$ cat config.mk
export PLATFORM = sky130hd
export DESIGN_NAME = bresenham_line_stepper
export DESIGN_NICKNAME = d
export VERILOG_FILES = /design/src/rtl/bls_pkg.sv /design/src/rtl/bresenham_line_stepper.sv /design/src/rtl/bls_front.sv /design/src/rtl/bls_cmd_fifo.sv /design/src/rtl/bls_back.sv
export SDC_FILE = /design/constraint.sdc
export NUM_CORES = 1
export LEC_CHECK = 0
export BUFFER_PORTS_ARGS = -buffer_cell sky130_fd_sc_hd__buf_2
export CORE_AREA = 2 2 298 153
export CTS_CLUSTER_SIZE = 28
export DETAILED_ROUTE_END_ITERATION = 16
export DIE_AREA = 0 0 300 155
export GPL_TIMING_DRIVEN = 0
export RECOVER_POWER = 50
export SLEW_MARGIN = 30
export SYNTH_ARGS = -nofsm -noshare
export SYNTH_HDL_FRONTEND = slang
export SYNTH_SLANG_ARGS = --single-unit
export TNS_END_PERCENT = 100
$ cat constraint.sdc
create_clock -name clk -period 4.6 [get_ports clk]
set_input_delay 0.46 -clock clk [delete_from_list [all_inputs] [get_ports clk]]
set_output_delay 0.46 -clock clk [all_outputs]
set_load 0.005 [all_outputs]
$ cat src/rtl/bls_pkg.sv
// ----------------------------------------------------------------------------
// bls_pkg
// Shared types and constants for the line stepper: request and pixel
// payloads, the setup command passed from front to back, and field widths.
// ----------------------------------------------------------------------------
package bls_pkg;

    localparam int COORD_BITS    = 8;
    localparam int COLOR_BITS    = 16;
    localparam int ERR_BITS      = COORD_BITS + 3;
    localparam int MINC_BITS     = COORD_BITS + 2;
    localparam int STEP_BITS     = COORD_BITS + 1;
    localparam int CMD_DEPTH_DEF = 2;

    typedef logic [COORD_BITS-1:0] coord_t;
    typedef logic [COLOR_BITS-1:0] color_t;

    typedef enum logic
    {
        ACT_START = 1'b0,
        ACT_STEP  = 1'b1
    } action_e;

    // step direction per axis, two's complement -1, 0, +1
    typedef enum logic [1:0]
    {
        DIR_NONE = 2'b00,
        DIR_POS  = 2'b01,
        DIR_NEG  = 2'b11
    } dir_e;

    typedef struct packed
    {
        action_e action;
        coord_t  start_x;
        coord_t  start_y;
        coord_t  end_x;
        coord_t  end_y;
        color_t  line_color;
    } in_item_t;

    typedef struct packed
    {
        coord_t pixel_x;
        coord_t pixel_y;
        color_t pixel_color;
        logic   last_pixel;
    } out_item_t;

    typedef struct packed
    {
        logic   is_start;
        coord_t x0;
        coord_t y0;
        coord_t major;
        coord_t minor;
        dir_e   dir_x;
        dir_e   dir_y;
        logic   x_major;
        color_t color;
    } cmd_t;

    typedef struct packed
    {
        logic line_active;
        logic out_load;
        logic cmd_take;
    } back_stat_t;

endpackage

$ cat src/rtl/bresenham_line_stepper.sv
// ----------------------------------------------------------------------------
// bresenham_line_stepper
// Integer line rasterizer: start requests load a line, step requests return
// one pixel each until the end point.
// ----------------------------------------------------------------------------
// A start request (action 0) loads two endpoints and a colour and gives no
// pixel; each step request (action 1) then gives one pixel, from the first
// endpoint to the second inclusive, with last_pixel set on the end point.
// Step requests with no line running are dropped, and a start replaces any
// running line. The block takes one request per clock while full is low: the
// front computes the axis setup in the accept cycle and writes a command
// queue of CMD_DEPTH entries; the back retires one command per clock, while
// the result register is empty or popped. A step's pixel passes the queue
// entry, then the result register, and both hold on a stall; with pop high
// the sustained rate is one request per clock and one pixel per step request.
// ----------------------------------------------------------------------------
module bresenham_line_stepper
    import bls_pkg::*;
#(
    parameter int CMD_DEPTH = CMD_DEPTH_DEF
)
(
    input  logic      clk,
    input  logic      rst_n,
    input  logic      push,
    output logic      full,
    input  in_item_t  item,
    output logic      empty,
    input  logic      pop,
    output out_item_t pixel
);

    cmd_t       front_cmd;
    cmd_t       back_cmd;
    logic       cmd_valid;
    logic       cmd_take;
    logic       wr_en;
    back_stat_t stat;

    assign wr_en = push && !full;

    bls_front u_front
    (
        .item (item),
        .cmd  (front_cmd)
    );

    bls_cmd_fifo #(.DEPTH(CMD_DEPTH)) u_cmd_fifo
    (
        .clk      (clk),
        .rst_n    (rst_n),
        .wr_en    (wr_en),
        .wr_data  (front_cmd),
        .full     (full),
        .rd_en    (cmd_take),
        .rd_data  (back_cmd),
        .rd_valid (cmd_valid)
    );

    bls_back u_back
    (
        .clk       (clk),
        .rst_n     (rst_n),
        .cmd       (back_cmd),
        .cmd_valid (cmd_valid),
        .cmd_take  (cmd_take),
        .pixel     (pixel),
        .empty     (empty),
        .pop       (pop),
        .stat      (stat)
    );

    // an accepted request is waiting in the queue on the next clock
    assert property (@(posedge clk) disable iff (!rst_n)
        (wr_en && !cmd_take) |=> cmd_valid)
        else $error("accepted request missing from command queue");

    // a start or a step with no line running never yields a pixel
    assert property (@(posedge clk) disable iff (!rst_n)
        (cmd_take && (back_cmd.is_start || !stat.line_active) && (empty || pop))
        |=> empty)
        else $error("pixel produced without a running line");

    // a pixel is only loaded while a line runs
    assert property (@(posedge clk) disable iff (!rst_n)
        (stat.out_load && !stat.line_active) |-> 1'b0)
        else $error("pixel loaded with no line running");

    // the end point closes the line
    assert property (@(posedge clk) disable iff (!rst_n)
        (stat.out_load) |=> (!empty && (pixel.last_pixel == !stat.line_active)))
        else $error("last pixel flag disagrees with line state");

endmodule

$ cat src/rtl/bls_front.sv
// ----------------------------------------------------------------------------
// bls_front
// Classifies requests and does the axis setup of a start request: extents,
// step directions and choice of major axis.
// ----------------------------------------------------------------------------
module bls_front
    import bls_pkg::*;
(
    input  in_item_t item,
    output cmd_t     cmd
);

    logic [COORD_BITS:0]   diff_x;
    logic [COORD_BITS:0]   diff_y;
    logic [COORD_BITS:0]   neg_x;
    logic [COORD_BITS:0]   neg_y;
    coord_t                ext_x;
    coord_t                ext_y;
    logic                  x_major;

    always_comb
    begin
        diff_x = {1'b0, item.end_x} - {1'b0, item.start_x};
        diff_y = {1'b0, item.end_y} - {1'b0, item.start_y};
        neg_x  = -diff_x;
        neg_y  = -diff_y;
        ext_x  = diff_x[COORD_BITS] ? neg_x[COORD_BITS-1:0] : diff_x[COORD_BITS-1:0];
        ext_y  = diff_y[COORD_BITS] ? neg_y[COORD_BITS-1:0] : diff_y[COORD_BITS-1:0];
        // equal extents keep x as major
        x_major = !(ext_x < ext_y);

        cmd.is_start = (item.action == ACT_START);
        cmd.x0       = item.start_x;
        cmd.y0       = item.start_y;
        cmd.major    = x_major ? ext_x : ext_y;
        cmd.minor    = x_major ? ext_y : ext_x;
        cmd.x_major  = x_major;
        cmd.color    = item.line_color;

        if (diff_x == '0)
            cmd.dir_x = DIR_NONE;
        else if (diff_x[COORD_BITS])
            cmd.dir_x = DIR_NEG;
        else
            cmd.dir_x = DIR_POS;

        if (diff_y == '0)
            cmd.dir_y = DIR_NONE;
        else if (diff_y[COORD_BITS])
            cmd.dir_y = DIR_NEG;
        else
            cmd.dir_y = DIR_POS;
    end

endmodule

$ cat src/rtl/bls_cmd_fifo.sv
// ----------------------------------------------------------------------------
// bls_cmd_fifo
// Short command queue between front and back so each side stalls on its own.
// ----------------------------------------------------------------------------
module bls_cmd_fifo
    import bls_pkg::*;
#(
    parameter int DEPTH = CMD_DEPTH_DEF
)
(
    input  logic clk,
    input  logic rst_n,
    input  logic wr_en,
    input  cmd_t wr_data,
    output logic full,
    input  logic rd_en,
    output cmd_t rd_data,
    output logic rd_valid
);

    localparam int PTR_W = (DEPTH > 1) ? $clog2(DEPTH) : 1;
    localparam int CNT_W = $clog2(DEPTH + 1);

    cmd_t             entry_reg [DEPTH];
    logic [PTR_W-1:0] wr_ptr_reg;
    logic [PTR_W-1:0] wr_ptr_next;
    logic [PTR_W-1:0] rd_ptr_reg;
    logic [PTR_W-1:0] rd_ptr_next;
    logic [CNT_W-1:0] count_reg;
    logic [CNT_W-1:0] count_next;

    always_comb
    begin
        wr_ptr_next = wr_ptr_reg;
        rd_ptr_next = rd_ptr_reg;
        count_next  = count_reg;
        if (wr_en)
            wr_ptr_next = (wr_ptr_reg == PTR_W'(DEPTH - 1)) ? '0 : wr_ptr_reg + 1'b1;
        if (rd_en)
            rd_ptr_next = (rd_ptr_reg == PTR_W'(DEPTH - 1)) ? '0 : rd_ptr_reg + 1'b1;
        unique case ({wr_en, rd_en})
            2'b10:   count_next = count_reg + 1'b1;
            2'b01:   count_next = count_reg - 1'b1;
            default: count_next = count_reg;
        endcase
    end

    always_ff @(posedge clk or negedge rst_n)
    begin
        if (!rst_n)
        begin
            wr_ptr_reg <= '0;
            rd_ptr_reg <= '0;
            count_reg  <= '0;
        end
        else
        begin
            wr_ptr_reg <= wr_ptr_next;
            rd_ptr_reg <= rd_ptr_next;
            count_reg  <= count_next;
        end
    end

    always_ff @(posedge clk)
    begin
        if (wr_en)
            entry_reg[wr_ptr_reg] <= wr_data;
    end

    assign rd_data  = entry_reg[rd_ptr_reg];
    assign rd_valid = (count_reg != '0);
    assign full     = (count_reg == CNT_W'(DEPTH));

endmodule

$ cat src/rtl/bls_back.sv
// ----------------------------------------------------------------------------
// bls_back
// Line state and per-pixel stepping, with the result register in front of
// the output queue ports.
// ----------------------------------------------------------------------------
module bls_back
    import bls_pkg::*;
(
    input  logic       clk,
    input  logic       rst_n,
    input  cmd_t       cmd,
    input  logic       cmd_valid,
    output logic       cmd_take,
    output out_item_t  pixel,
    output logic       empty,
    input  logic       pop,
    output back_stat_t stat
);

    coord_t                cur_x_reg,  cur_x_next;
    coord_t                cur_y_reg,  cur_y_next;
    logic [ERR_BITS-1:0]   err_reg,    err_next;
    logic [MINC_BITS-1:0]  minc_reg,   minc_next;
    logic [ERR_BITS-1:0]   diag_reg,   diag_next;
    logic [STEP_BITS-1:0]  steps_reg,  steps_next;
    dir_e                  dir_x_reg,  dir_x_next;
    dir_e                  dir_y_reg,  dir_y_next;
    logic                  xmaj_reg,   xmaj_next;
    color_t                color_reg,  color_next;
    logic                  active_reg, active_next;
    out_item_t             out_reg,    out_next;
    logic                  outv_reg,   outv_next;

    logic                  out_load;
    logic                  last;
    coord_t                step_x;
    coord_t                step_y;
    logic [ERR_BITS-1:0]   minc_ext;
    logic [ERR_BITS-1:0]   major_ext;
    logic [ERR_BITS-1:0]   minor_ext;

    always_comb
    begin
        cmd_take  = cmd_valid && (!outv_reg || pop);
        out_load  = cmd_take && !cmd.is_start && active_reg;
        last      = (steps_reg == '0);
        step_x    = {{(COORD_BITS-2){dir_x_reg[1]}}, dir_x_reg};
        step_y    = {{(COORD_BITS-2){dir_y_reg[1]}}, dir_y_reg};
        minc_ext  = ERR_BITS'(minc_reg);
        major_ext = ERR_BITS'(cmd.major);
        minor_ext = ERR_BITS'(cmd.minor);

        cur_x_next  = cur_x_reg;
        cur_y_next  = cur_y_reg;
        err_next    = err_reg;
        minc_next   = minc_reg;
        diag_next   = diag_reg;
        steps_next  = steps_reg;
        dir_x_next  = dir_x_reg;
        dir_y_next  = dir_y_reg;
        xmaj_next   = xmaj_reg;
        color_next  = color_reg;
        active_next = active_reg;
        out_next    = out_reg;
        outv_next   = outv_reg && !pop;

        if (cmd_take && cmd.is_start)
        begin
            cur_x_next  = cmd.x0;
            cur_y_next  = cmd.y0;
            minc_next   = {1'b0, cmd.minor, 1'b0};
            err_next    = {minor_ext[ERR_BITS-2:0], 1'b0} - major_ext;
            diag_next   = {(minor_ext[ERR_BITS-2:0] - major_ext[ERR_BITS-2:0]), 1'b0};
            steps_next  = {1'b0, cmd.major};
            dir_x_next  = cmd.dir_x;
            dir_y_next  = cmd.dir_y;
            xmaj_next   = cmd.x_major;
            color_next  = cmd.color;
            active_next = 1'b1;
        end
        else if (out_load)
        begin
            out_next.pixel_x     = cur_x_reg;
            out_next.pixel_y     = cur_y_reg;
            out_next.pixel_color = color_reg;
            out_next.last_pixel  = last;
            outv_next            = 1'b1;
            if (last)
                active_next = 1'b0;
            else
            begin
                steps_next = steps_reg - 1'b1;
                // negative error: major axis only, otherwise diagonal move
                if (err_reg[ERR_BITS-1])
                begin
                    err_next = err_reg + minc_ext;
                    if (xmaj_reg)
                        cur_x_next = cur_x_reg + step_x;
                    else
                        cur_y_next = cur_y_reg + step_y;
                end
                else
                begin
                    err_next   = err_reg + diag_reg;
                    cur_x_next = cur_x_reg + step_x;
                    cur_y_next = cur_y_reg + step_y;
                end
            end
        end
    end

    always_ff @(posedge clk or negedge rst_n)
    begin
        if (!rst_n)
        begin
            active_reg <= 1'b0;
            outv_reg   <= 1'b0;
        end
        else
        begin
            active_reg <= active_next;
            outv_reg   <= outv_next;
        end
    end

    always_ff @(posedge clk)
    begin
        cur_x_reg <= cur_x_next;
        cur_y_reg <= cur_y_next;
        err_reg   <= err_next;
        minc_reg  <= minc_next;
        diag_reg  <= diag_next;
        steps_reg <= steps_next;
        dir_x_reg <= dir_x_next;
        dir_y_reg <= dir_y_next;
        xmaj_reg  <= xmaj_next;
        color_reg <= color_next;
        out_reg   <= out_next;
    end

    assign pixel = out_reg;
    assign empty = !outv_reg;

    assign stat.line_active = active_reg;
    assign stat.out_load    = out_load;
    assign stat.cmd_take    = cmd_take;

endmodule
==> reports/qor.txt <==
status = finished, violations left
failing checks = max-capacitance violations, max-slew violations
CP Class = reg -> reg
fin. max-slew vios = 37
first drt pass iteration count = 5
Area contributors post-synth = edfxtp_1 (59%), ha_1 (7.5%), mux2i_1 (4.0%)
clk root buf = clkbuf_16
TritonCTS clock tree = yes
worst hold path type = in -> reg
DR DRC count = 0
most common cell in the netlist = edfxtp_1
Leak Pwr = 4.827 nW
Worst Setup SP = u_cmd_fifo.rd_ptr_reg
register area = 6566 um^2
initial core utilization = 0.2450
Yosys warnings = 0
vias in the first global route = 6412
FMAX = 0.2329 GHz
drt wl/cell = 17.09 um
RSZ-0062 raised after global routing = no
largest net degree at the start of global routing = 37
Crit Path Max Fanout = 10
ratio of cells with drive above 1 in the final layout = 0.1392
Cell Area, Synth = 10820 um^2
final setup fails = 0
Final min period = 4293 ps
Row Count = 55
Synth Flop Type = edfxtp_1
Final ANT Viol Nets = 0
grt total ovfl = 0
post-synthesis cell count = 803
Tightest Pin Transition = 2234 ps
area share of the largest cell type after synthesis = 0.5910
Die Wd = 300 um
Max IR drop VDD = 0.2940 mV
post-route setup slack = 307.2 ps
fin cells = 1532
startpoint types = flip-flop
Final nets = 1045
Seq/Total Area, Yosys = 0.6067
DIE HEIGHT = 155 um
Worst Skew = 11.19 ps
Crit. End Element = flip-flop
Clock Sinks = 220
port bufs = 87
clock latency on the worst-skew pair = 500 ps
CP Data Required Time = 4820 ps
max-cap violations = 1
Iter 0 DRT Violations = 614
Yosys top cell by area = edfxtp_1
Via Count = 6688
Synth-to-Final Area Change = 18.07%
Power, Total = 10.25 mW
pwr/cell area = 801.8 nW/um^2
Syn Area/Cell = 13.48 um^2
dpl cells = 1495
Tot GR Track Use = 0.1133
post-synth cell types = 55
multi-input logic area = 3916 um^2
first-pass GRT wire length = 39900 um
# diodes = 0
Vias/cell = 4.366
EDFF count, synth = 213
fillcell total = 4490
share of the clock period used by the worst path = 0.9332
IO Count = 88
Place WS = -104.5 ps
Synth Register Bits = 220
top cells by count, synth = edfxtp_1 (213), inv_1 (70), ha_1 (65)
Setup Buffers After CTS = 0
R2R Path Start = u_cmd_fifo.rd_ptr_reg
Core Region = 44180 um^2
Hold Vio Cnt, Final = 0
Largest register FFs = 108
Max clock buf depth = 3
Critical Path AT = 4520 ps
async set or reset register ratio after synthesis = 0.02727
RePlAce Congestion = 0.8353
DP HPWL = 20190 um
antenna violations before repair = 2
WL final = 26180 um
TritonCTS Buffers = 20
Syn Nets = 928
Max H-tree Level = 1
clk slew on worst S/H paths = 70 ps
Die Footprint = 46500 um^2
relative slew slack = -0.4894
hold_sp = item[6]
kinds of logic after synthesis:
logic type      Yosys count  synth area share
compound gates          159           0.09249
fa+ha+maj                72           0.08809
xor+xnor                 56           0.04740
mux                      76           0.07410
simple gates            132           0.05977
flops                   220            0.6067
buf+inv                  88           0.03144
cell usage in the layout, fill, tap and decap left out, types with 33 or more instances in the layout:
master    instances
clkbuf_1         63
ha_1             65
xnor2_1          33
mux2_2           33
o21ai_0          33
inv_1            70
mux2i_1          43
edfxtp_1        213
nor2_1           36
buf_2            48
a21oi_1          54
worst paths after layout:
| kind | endpoint | slack (ps) | cells after the start |
|---|---|---|---|
| setup / recovery | u_back.err_reg[7] | 310 | 12 |
| min in group asynchronous | u_cmd_fifo.count_reg[0] | 430 | 2 |
| setup reg to reg | u_back.err_reg[7] | 310 | 12 |
| hold / removal | u_cmd_fifo.entry_reg[0][6] | 150 | 1 |
| hold reg to reg | u_back.pixel[4] | 420 | 0 |
| max in group asynchronous | u_cmd_fifo.rd_ptr_reg | 3850 | 2 |
where the power goes:
part | total (mW) | switching (mW) | internal [mW]
sequential | 3.75 | 0.270 | 3.48
combinational | 4.70 | 2.86 | 1.83
clock | 1.80 | 0.721 | 1.08
total | 10.2 | 3.85 | 6.39
metal layers:
metal  vias to the layer above  global-route usage  share of wire
li1                       3196                   -              -
met1                      3281              0.1917           0.55
met2                       183              0.1470           0.38
met3                        28             0.01885          0.059
met4                         0             0.01571          0.012
met5                         -                   0              0
timing repair:
action                    in CTS  in global routing
hold buffers                   1                  0
gates resized for setup        0                  0
hold endpoints to repair       6                  0
worst max-delay path: stages, from the launching register on:
cell and delay (ps):
dfrtp_1 330, buf_4 200, clkbuf_1 480, clkbuf_1 690, mux2i_1 610, inv_1 140
ha_1 320, a21o_1 190, a21o_1 230, a211oi_1 320, o21bai_1 100, a211oi_1 300
o22ai_1 110
stage by stage:
| stage | hold slack (ps) | cell area, um^2 | util | TNS, ps |
|---|---|---|---|---|
| after floorplan | 164.4 | 10820 | - | 0 |
| after global placement | 316.1 | 12010 | 0.2718 | -31430 |
| final | 145.4 | 12780 | 0.2892 | 0 |
| after CTS | 126.4 | 12890 | 0.2918 | 0 |
| after detailed placement | 322.3 | 12180 | 0.2756 | -768.1 |
| after global routing | 117.0 | 12780 | 0.2892 | 0 |
cell type report:
| class | instances | share of cell area |
|---|---|---|
| flip-flops and latches | 220 | 0.5139 |
| multi-input cells | 495 | 0.3065 |
| well taps | 598 | 0.05855 |
| clock buffers | 27 | 0.04367 |
| repair buffers | 95 | 0.03936 |
| inverters | 70 | 0.02056 |
| clock inverters | 9 | 0.01136 |
| plain buffers | 18 | 0.006169 |
No activity file was read; power rests on OpenSTA's default activity.
